--- src/ppdh_pkg.sv ---
// shared types and constants of the periodic pair distance histogram
package ppdh_pkg;

	// bin index width and saturation value
	localparam int BIN_BITS = 14;
	localparam logic [BIN_BITS-1:0] BIN_SAT = '1;

	// input commands
	localparam logic CMD_ACC = 1'b0;
	localparam logic CMD_READ = 1'b1;

	// configuration port
	localparam int CFG_IDX_BITS = 2;
	localparam int CFG_DATA_BITS = 23;
	localparam int BINS_REG_BITS = 11;
	localparam logic [CFG_IDX_BITS-1:0] CFG_BOX_LENGTH = 2'd0;
	localparam logic [CFG_IDX_BITS-1:0] CFG_BIN_WIDTH = 2'd1;
	localparam logic [CFG_IDX_BITS-1:0] CFG_BINS_IN_USE = 2'd2;

	// register reset values
	localparam logic [CFG_DATA_BITS-1:0] BOX_LENGTH_RST = 23'd1024;
	localparam logic [CFG_DATA_BITS-1:0] BIN_WIDTH_RST = 23'd102;
	localparam logic [BINS_REG_BITS-1:0] BINS_IN_USE_RST = 11'd1024;

	// payload widths
	localparam int WEIGHT_BITS = 2;
	localparam int READ_BIN_BITS = 10;
	localparam int OUT_COUNT_BITS = 32;

	// commands from controller to datapath
	typedef struct packed {
		logic       load;
		logic       fold;
		logic       sq;
		logic       root;
		logic       srch;
		logic [5:0] bit_idx;
		logic       rd;
		logic       upd;
		logic       push;
		logic       clr;
	} ppdh_cmd_t;

	// status from datapath to controller
	typedef struct packed {
		logic is_read;
		logic clr_last;
		logic out_free;
	} ppdh_stat_t;

endpackage

--- src/ppdh_ctrl.sv ---
// controller state machine of the pair distance histogram
module ppdh_ctrl import ppdh_pkg::*; #(
	parameter int ROOT_BITS = 25
) (
	input  logic       clk,
	input  logic       arst_n,
	input  logic       in_valid,
	output logic       in_ready,
	input  ppdh_stat_t stat,
	output ppdh_cmd_t  cmd
);
	localparam logic [3:0] S_CLEAR = 4'd0;
	localparam logic [3:0] S_IDLE  = 4'd1;
	localparam logic [3:0] S_FOLD  = 4'd2;
	localparam logic [3:0] S_SQ    = 4'd3;
	localparam logic [3:0] S_ROOT  = 4'd4;
	localparam logic [3:0] S_SRCH  = 4'd5;
	localparam logic [3:0] S_RD    = 4'd6;
	localparam logic [3:0] S_UPD   = 4'd7;
	localparam logic [3:0] S_PUSH  = 4'd8;

	localparam logic [5:0] ROOT_TOP = 6'(ROOT_BITS - 1);
	localparam logic [5:0] SRCH_TOP = 6'(BIN_BITS - 1);
	localparam logic [5:0] SQ_LAST  = 6'd2;

	logic [3:0] state_q, state_d;
	logic [5:0] cnt_q, cnt_d;

	assign in_ready = (state_q == S_IDLE);

	// next state and commands
	always_comb begin
		state_d = state_q;
		cnt_d   = cnt_q;
		cmd     = '0;
		cmd.bit_idx = cnt_q;
		case (state_q)
			S_CLEAR: begin
				cmd.clr = 1'b1;
				if (stat.clr_last) state_d = S_IDLE;
			end
			S_IDLE: begin
				if (in_valid) begin
					cmd.load = 1'b1;
					state_d  = S_FOLD;
				end
			end
			S_FOLD: begin
				cmd.fold = 1'b1;
				cnt_d    = '0;
				state_d  = stat.is_read ? S_RD : S_SQ;
			end
			S_SQ: begin
				cmd.sq = 1'b1;
				cnt_d  = cnt_q + 6'd1;
				if (cnt_q == SQ_LAST) begin
					cnt_d   = ROOT_TOP;
					state_d = S_ROOT;
				end
			end
			S_ROOT: begin
				cmd.root = 1'b1;
				cnt_d    = cnt_q - 6'd1;
				if (cnt_q == '0) begin
					cnt_d   = SRCH_TOP;
					state_d = S_SRCH;
				end
			end
			S_SRCH: begin
				cmd.srch = 1'b1;
				cnt_d    = cnt_q - 6'd1;
				if (cnt_q == '0) state_d = S_RD;
			end
			S_RD: begin
				cmd.rd  = 1'b1;
				state_d = S_UPD;
			end
			S_UPD: begin
				cmd.upd = 1'b1;
				state_d = S_PUSH;
			end
			S_PUSH: begin
				if (stat.out_free) begin
					cmd.push = 1'b1;
					state_d  = S_IDLE;
				end
			end
			default: state_d = S_IDLE;
		endcase
	end

	// state registers
	always_ff @(posedge clk or negedge arst_n) begin
		if (!arst_n) begin
			state_q <= S_CLEAR;
			cnt_q   <= '0;
		end else begin
			state_q <= state_d;
			cnt_q   <= cnt_d;
		end
	end
endmodule

--- config.mk ---
export PLATFORM = sky130hd
export DESIGN_NAME = ppdh_ctrl
export DESIGN_NICKNAME = d
export VERILOG_FILES = /design/src/ppdh_pkg.sv /design/src/ppdh_ctrl.sv
export SDC_FILE = /design/constraint.sdc
export NUM_CORES = 1
export LEC_CHECK = 0
export ABC_CLOCK_PERIOD_IN_PS = 2700
export BUFFER_PORTS_ARGS = -buffer_cell sky130_fd_sc_hd__buf_2
export CAP_MARGIN = 30
export CORE_AREA = 2 2 41 52
export DETAILED_ROUTE_END_ITERATION = 8
export DIE_AREA = 0 0 43 54
export MAX_ROUTING_LAYER = met4
export PLACE_DENSITY = 0.74
export RECOVER_POWER = 100
export SLEW_MARGIN = 10
export SYNTH_ARGS = -nofsm -noshare
export SYNTH_HDL_FRONTEND = slang
export SYNTH_SLANG_ARGS = --single-unit
--- constraint.sdc ---
create_clock -name clk -period 2.7 [get_ports clk]
set_clock_uncertainty 0.15 [all_clocks]
set_input_delay 0.27 -clock clk [delete_from_list [all_inputs] [get_ports clk]]
set_output_delay 0.27 -clock clk [all_outputs]
set_load 0.05 [all_outputs]
Word level (Yosys, flattened, before mapping)
Cells that the tools add are included.
{"block": "word_totals", "regBits": 10, "latchBits": 0, "mem_bits_rw": 0, "mem_bits_ro": 0, "input_bits": 6, "out_inout_bits": 16, "word_cells": 45, "memories": 0}
{"block": "classes", "addsub": 2, "multipliers": 0, "div_mod_pow": 0, "n_lt_le_gt_ge": 0, "n_eq_ne": 15, "shifts": 0, "muxes": 22, "bitwise": 0, "reduce_logical": 4}
{"op": "4-bit case mux with 9 select lines", "n": 1}
{"op": "4-bit 2-to-1 mux", "n": 6}
{"op": "6-bit case mux with 4 select lines", "n": 1}
{"op": "4-bit by 3-bit == test with 1-bit output, second input constant", "n": 4}
{"op": "6-bit 2-to-1 mux", "n": 2}
{"op": "2-bit != test, second input constant", "n": 6}
{"op": "1-bit 2-to-1 mux", "n": 11}
{"op": "4-bit by 2-bit == test with 1-bit output, second input constant", "n": 2}
{"op": "6-bit by 1-bit adder with 6-bit output, second input constant", "n": 1}
{"op": "6-bit by 2-bit == test with 1-bit output, second input constant", "n": 1}
{"op": "6-bit logical NOT", "n": 1}
{"op": "6-bit AND reduction", "n": 1}
{"op": "6-bit by 1-bit subtractor with 6-bit output, second input constant", "n": 1}
{"op": "4-bit by 1-bit == test with 1-bit output, second input constant", "n": 1}
{"op": "4-bit == test, second input constant", "n": 1}
{"op": "4-bit logical NOT", "n": 1}
{"op": "4-bit nonzero test", "n": 1}
{"op": "3-bit 2-to-1 mux", "n": 1}

Logic depth before layout (Yosys ltp)
Gate-level depths: netlist (run 1).
{"block": "logic_depth", "ltp_word": 3, "ltp_mapped": 5, "depth_no_buf": 5}

Least setup slack after synthesis (run 1)
Ideal clock, no wire load.
{"block": "synth_timing", "path_kind": "register -> output", "from": "reg state_q[3]", "to": "out cmd[0] in the netlist's numbering", "t_arrival_ns": 2.116, "required_ns": 2.280, "slack_ns": 0.164, "path_stages_with_launch": 3, "n_path_buf": 1, "cell_sequence": "dfrtp_1 -> buf_4 -> nor4_1"}
{"item": "from (decl)", "line": "ppdh_ctrl.sv:26", "source": "logic [3:0] state_q, state_d;"}
{"item": "from (signal assigned)", "line": "ppdh_ctrl.sv:98", "source": "state_q <= state_d;"}
{"item": "to (decl)", "line": "ppdh_ctrl.sv:10", "source": "output ppdh_cmd_t cmd"}

==> results.txt, run 1 <==
mux contribution to synthesized area -> 0.0112
met2 global-route usage -> 0.331
vias per inst -> 6.17
fin crit period -> 2.32 ns
Clock transition at path regs -> 0.08 ns
Seq/Total Area, Yosys -> 0.281
H-tree levels -> 1
Top Ports -> 22
Worst Hold Depth -> 2
Reg2Reg Depth -> 4
CTS tree -> yes
HPWL after DPL -> 1590 um
Final Slew Violations -> 0
post-synth net total -> 111
first-pass GRT wire length -> 3330 um
Max-slew headroom -> 0.560
Worst Path Arrival -> 1.90 ns
syn avg cell area -> 8.73 sq um
most frequent cells in the layout -> 16 x clkbuf_1, 10 x nor2_1, 10 x dfrtp_1
CTS root buf -> clkbuf_4
startpoint type of the worst setup path -> flip-flop
Syn. warnings -> 0
vias in the first global route -> 703
drc violations -> 0
drt pass-1 iters -> 5
Filler cells -> 208
max incr delay on CP -> 0.51 ns
gr usage total -> 0.197
Gate Count Post-Synth -> 102
global-route track usage on met3 -> 0.0268
unrepaired setup endpoints after global routing -> false
Nets -> 132
worst path cell trace -> or3b_1 > nor2_1 > clkbuf_1
Final Setup Violations -> 0
met1 usage -> 0.245
largest family of logic cells by synthesized area -> simple AND/OR/NAND/NOR gates
Die Footprint -> 0.00232 sq mm
critical path's slowest cell -> dfrtp_1
post-synthesis xor/xnor area fraction -> 0.0295
R2R setup slack -> 0.54 ns
largest net degree at the start of global routing -> 14
final RePlAce weighted congestion -> 0.782
core area -> 0.00189 sq mm
Clock Latency Late Sink -> 0.27 ns
EDFF count, synth -> 0
Critical R2R Launch -> cnt_q[3]$_DFFE_PN0P_
Std-Cell Rows -> 18
maximum buffer depth of the clock tree -> 2
area delta synth->final -> 7.58%
TNS Setup -> 0 ns
fin crit share -> 0.857
Main synth FF type -> dfrtp_1
Overflow after GRT -> 0
DRT iter0 DRCs -> 22
Final ANT Viol Nets -> 0
FFs w/ async S/R, synth -> 1.00
Critical Path RT -> 2.28 ns
n_diodes -> 0
Die H -> 54 um
Post-Synth Simple-Gate Area -> 0.322
share of layout cells above drive strength 1 -> 0.115
HP Class -> input port to flip-flop
clk sinks -> 10
CP Class -> flip-flop to output pin
Fmax -> 432 MHz
Yosys cell types -> 46
Fin Hold WS -> 0.0462 ns
initial antenna violation count -> 0
Slew @ Worst Pin -> 0.654 ns
Synth Area in Compound Gates -> 0.232
Routed WL per cell -> 15.0 um
Finished Cell Area -> 958 sq um
most common cell after layout, fill and taps aside -> clkbuf_1
Reg-to-Reg End -> state_q[2]$_DFFE_PN0P_
worst-path fanout max -> 13
Hold Violations, Final -> 0
Most Used Layer, Global Route -> met2
post-synthesis adder-cell area fraction -> 0.0421
Total Wirelength -> 2130 um
Yosys reg bits -> 10
CP Capture Type -> output pin
Critical Path Source -> state_q[3]$_DFFE_PN0P_
Cell Area, Synth -> 891 sq um
setup bufs post-CTS -> 0
CTS Buf Count -> 3
status -> finished, final reports clean
initial core utilization -> 0.471
Die Wd -> 43 um
number of port buffers -> 21
max-capacitance violation count -> 0
routed via count -> 876
DP Area -> 973 sq um
Setup crit end -> cmd[10]
==> final cells by class <==
cell class                      instances  area [sq um]  share of cell area
Clock buffer                            4          36.3              0.0379
Multi-Input combinational cell         79           526               0.548
Tap cell                               20          25.0              0.0261
Inverter                                7          26.3              0.0274
Timing Repair Buffer                   22          95.1              0.0992
Sequential cell                        10           250               0.261
==> critical path, delay by kind of cell, from the launching register on <==
family	cells	cell delay (ns)
AND/OR/NAND/NOR	2	0.62
buffers and inverters	1	0.48
flip-flops	1	0.51
==> layer usage <==
layer | up-vias | wire length (um)
met1 | 412 | 898
met5 | - | 0
met3 | 5 | 149
li1 | 415 | -
met4 | 0 | 33
met2 | 44 | 1050
==> stage by stage <==
stage / util / cells / setup slack, ns
after floorplan: - / 102 / 0.164
after global placement: 0.515 / 137 / 0.837
after detailed placement: 0.515 / 137 / 0.835
after CTS: 0.539 / 142 / 0.569
after global routing: 0.507 / 142 / 0.298
final: 0.507 / 142 / 0.385
==> cell usage after synthesis (all sizes together) (2+ instances only) <==
library cell / count / area, sq um
nand2b: 3 / 18.8
nor3: 3 / 15.0
a221oi: 3 / 26.3
dfrtp: 10 / 250
or3b: 2 / 17.5
o21ai: 2 / 10.0
a31oi: 2 / 25.0
nor2b: 2 / 12.5
nor4: 2 / 27.5
xnor2: 2 / 17.5
and3: 2 / 12.5
nand3: 3 / 15.0
and2: 2 / 12.5
a21oi: 6 / 30.0
ha: 3 / 37.5
inv: 7 / 26.3
buf: 6 / 47.5
nor4b: 2 / 30.0
nor2: 10 / 37.5
nand2: 10 / 40.0
==> worst min path at each step <==
| stage | startpoint | endpoint |
|---|---|---|
| 2_1_floorplan | arst_n | cnt_q[0]$_DFFE_PN0P_ |
| 3_3_place_gp | arst_n | cnt_q[2]$_DFFE_PN0P_ |
| 3_5_place_dp | arst_n | cnt_q[2]$_DFFE_PN0P_ |
| 4_1_cts | stat[2] | state_q[0]$_DFFE_PN0P_ |
| 5_1_grt | stat[0] | state_q[3]$_DFFE_PN0P_ |
| 6_report | stat[0] | state_q[3]$_DFFE_PN0P_ |
==> cell families (layout without fill, tap and decap cells) <==
logic type	count (synthesis)	count (layout)
adders and majority gates	3	3
DFF	10	10
muxes	1	1
AOI/OAI and AO/OA	26	26
xor gates and xnor gates	3	3
buffers and inverters	13	33
and+or+nand+nor	46	46
==> what timing repair did <==
item,CTS,global route
endpoints found under the setup margin,0,0
hold buffers,1,0
endpoints found under the hold margin,10,0
gates resized for setup,0,0
==> registers in the layout, summed over array words and instances (netlist names) <==
name     flops
state_q      4
cnt_q        6
Power of run 1 is not shown: default switching activity piles up to over one toggle a cycle in this logic, so the estimate is an artifact.
==> inputs of run 2 (changes only) <==
--- a/config.mk
+++ b/config.mk
@@ -8,5 +8,4 @@
 export ABC_CLOCK_PERIOD_IN_PS = 2700
 export BUFFER_PORTS_ARGS = -buffer_cell sky130_fd_sc_hd__buf_2
-export CAP_MARGIN = 30
 export CORE_AREA = 2 2 41 52
 export DETAILED_ROUTE_END_ITERATION = 8
@@ -15,4 +14,5 @@
 export PLACE_DENSITY = 0.74
 export RECOVER_POWER = 100
+export SKIP_LAST_GASP = 1
 export SLEW_MARGIN = 10
 export SYNTH_ARGS = -nofsm -noshare
--- a/constraint.sdc
+++ b/constraint.sdc
@@ -3,3 +3,3 @@
 set_input_delay 0.27 -clock clk [delete_from_list [all_inputs] [get_ports clk]]
 set_output_delay 0.27 -clock clk [all_outputs]
-set_load 0.05 [all_outputs]
+set_load 0.01 [all_outputs]
==> results.txt, run 2 (same netlist as run 1, synthesis figures left out) <==
n_diodes -> 0
CP Class -> flip-flop to output pin
TNS Setup -> 0 ns
CP Capture Type -> output pin
met1 usage -> 0.232
share of layout cells above drive strength 1 -> 0.131
fin crit share -> 0.742
Critical Path Source -> state_q[3]$_DFFE_PN0P_
vias per inst -> 6.01
Die Footprint -> 0.00232 sq mm
Clock Latency Late Sink -> 0.28 ns
Reg2Reg Depth -> 4
DRT iter0 DRCs -> 17
max-capacitance violation count -> 0
Top Ports -> 22
Final Setup Violations -> 0
pwr dens -> 1330 mW/mm^2
Worst Path Arrival -> 1.58 ns
most common cell after layout, fill and taps aside -> clkbuf_1
area of the multi-input gates -> 534 sq um
Pwr Total -> 1.29 mW
Final Slew Violations -> 0
max reg flops -> 6
Die Wd -> 43 um
area delta synth->final -> 8.99%
routed via count -> 853
met2 global-route usage -> 0.348
vias in the first global route -> 734
Biggest register -> cnt_q
biggest regs -> cnt_q: 6 flops, state_q: 4 flops
Total Wirelength -> 2110 um
R2R setup slack -> 0.72 ns
gr usage total -> 0.210
most frequent cells in the layout -> 13 x clkbuf_1, 10 x nor2_1, 10 x dfrtp_1
H-tree levels -> 1
number of port buffers -> 21
Critical R2R Launch -> state_q[3]$_DFFE_PN0P_
fin crit period -> 2.00 ns
Worst Hold Depth -> 2
drc violations -> 0
CTS Buf Count -> 3
final RePlAce weighted congestion -> 0.781
clk sinks -> 10
Routed WL per cell -> 14.9 um
unrepaired setup endpoints after global routing -> false
Worst VDD drop -> 0.000614 V
CTS root buf -> clkbuf_4
Die H -> 54 um
Std-Cell Rows -> 18
Clock transition at path regs -> 0.07 ns
leak pwr -> 0.412 nW
Critical Path RT -> 2.28 ns
Reg-to-Reg End -> state_q[0]$_DFFE_PN0P_
core area -> 0.00189 sq mm
Max-slew headroom -> 0.600
maximum buffer depth of the clock tree -> 2
Filler cells -> 213
Overflow after GRT -> 0
HPWL after DPL -> 1570 um
initial antenna violation count -> 0
CTS tree -> yes
status -> finished, final reports clean
HP Class -> input port to flip-flop
global-route track usage on met3 -> 0.0336
largest net degree at the start of global routing -> 14
startpoint type of the worst setup path -> flip-flop
Setup crit end -> cmd[14]
drt pass-1 iters -> 4
first-pass GRT wire length -> 3410 um
Nets -> 132
Hold Violations, Final -> 0
worst-path fanout max -> 13
number of gates resized after CTS -> 0
FF+latch area -> 250 sq um
Fmax -> 499 MHz
initial core utilization -> 0.471
Slew @ Worst Pin -> 0.600 ns
Most Used Layer, Global Route -> met2
Final ANT Viol Nets -> 0
[run 2: timing repair]
| action | CTS | global route |
|---|---|---|
| hold endpoints to repair | 10 | 0 |
| setup buffers | 0 | 0 |
| hold buffers | 1 | 0 |
[run 2: worst min-delay path by stage]
stage | startpoint | end | slack, ns
3_3_place_gp | arst_n | cnt_q[5]$_DFFE_PN0P_ | 0.003
5_1_grt | stat[0] | state_q[3]$_DFFE_PN0P_ | 0.03
4_1_cts | stat[0] | state_q[3]$_DFFE_PN0P_ | 0.04
3_5_place_dp | arst_n | cnt_q[2]$_DFFE_PN0P_ | -0.0009
2_1_floorplan | arst_n | cnt_q[0]$_DFFE_PN0P_ | -0.18
6_report | stat[0] | state_q[3]$_DFFE_PN0P_ | 0.04
[run 2: routing by layer]
layer	part of all wire	vias to the layer above
met5	0	-
met4	0.030	0
met3	0.051	5
met2	0.48	31
met1	0.44	396
li1	-	421
[run 2: per-stage QoR]
step / worst slack (ns) / cells / cell area (sq um) / utilization / hold slack (ns)
after detailed placement: 0.791 / 137 / 973 / 0.515 / -0.000854
after global routing: 0.536 / 142 / 971 / 0.513 / 0.0336
after floorplan: 0.912 / 102 / 891 / - / -0.176
final: 0.695 / 142 / 971 / 0.513 / 0.0382
after CTS: 0.698 / 142 / 1020 / 0.539 / 0.0400
after global placement: 0.839 / 137 / 973 / 0.515 / 0.00265
[run 2: worst max-delay path, stage by stage, from the launching register on]
cell and delay, ns:
dfrtp_1 0.51, nor4b_1 0.49, and2_0 0.18, buf_2 0.12
[run 2: power breakdown]
part	switching (mW)	leakage [nW]	internal (mW)	total, mW
registers	0.173	0.126	0.220	0.392
logic	0.437	0.265	0.324	0.760
clock network	0.0590	0.0210	0.0822	0.141
[run 2: final cells by class]
type,count,area share
sequential,10,0.258
multi-input combinational,79,0.550
timing repair buffer,22,0.102
clock buffer,4,0.0374
inverter,7,0.0271
tap,20,0.0258
No activity file was read; power rests on OpenSTA's default activity.
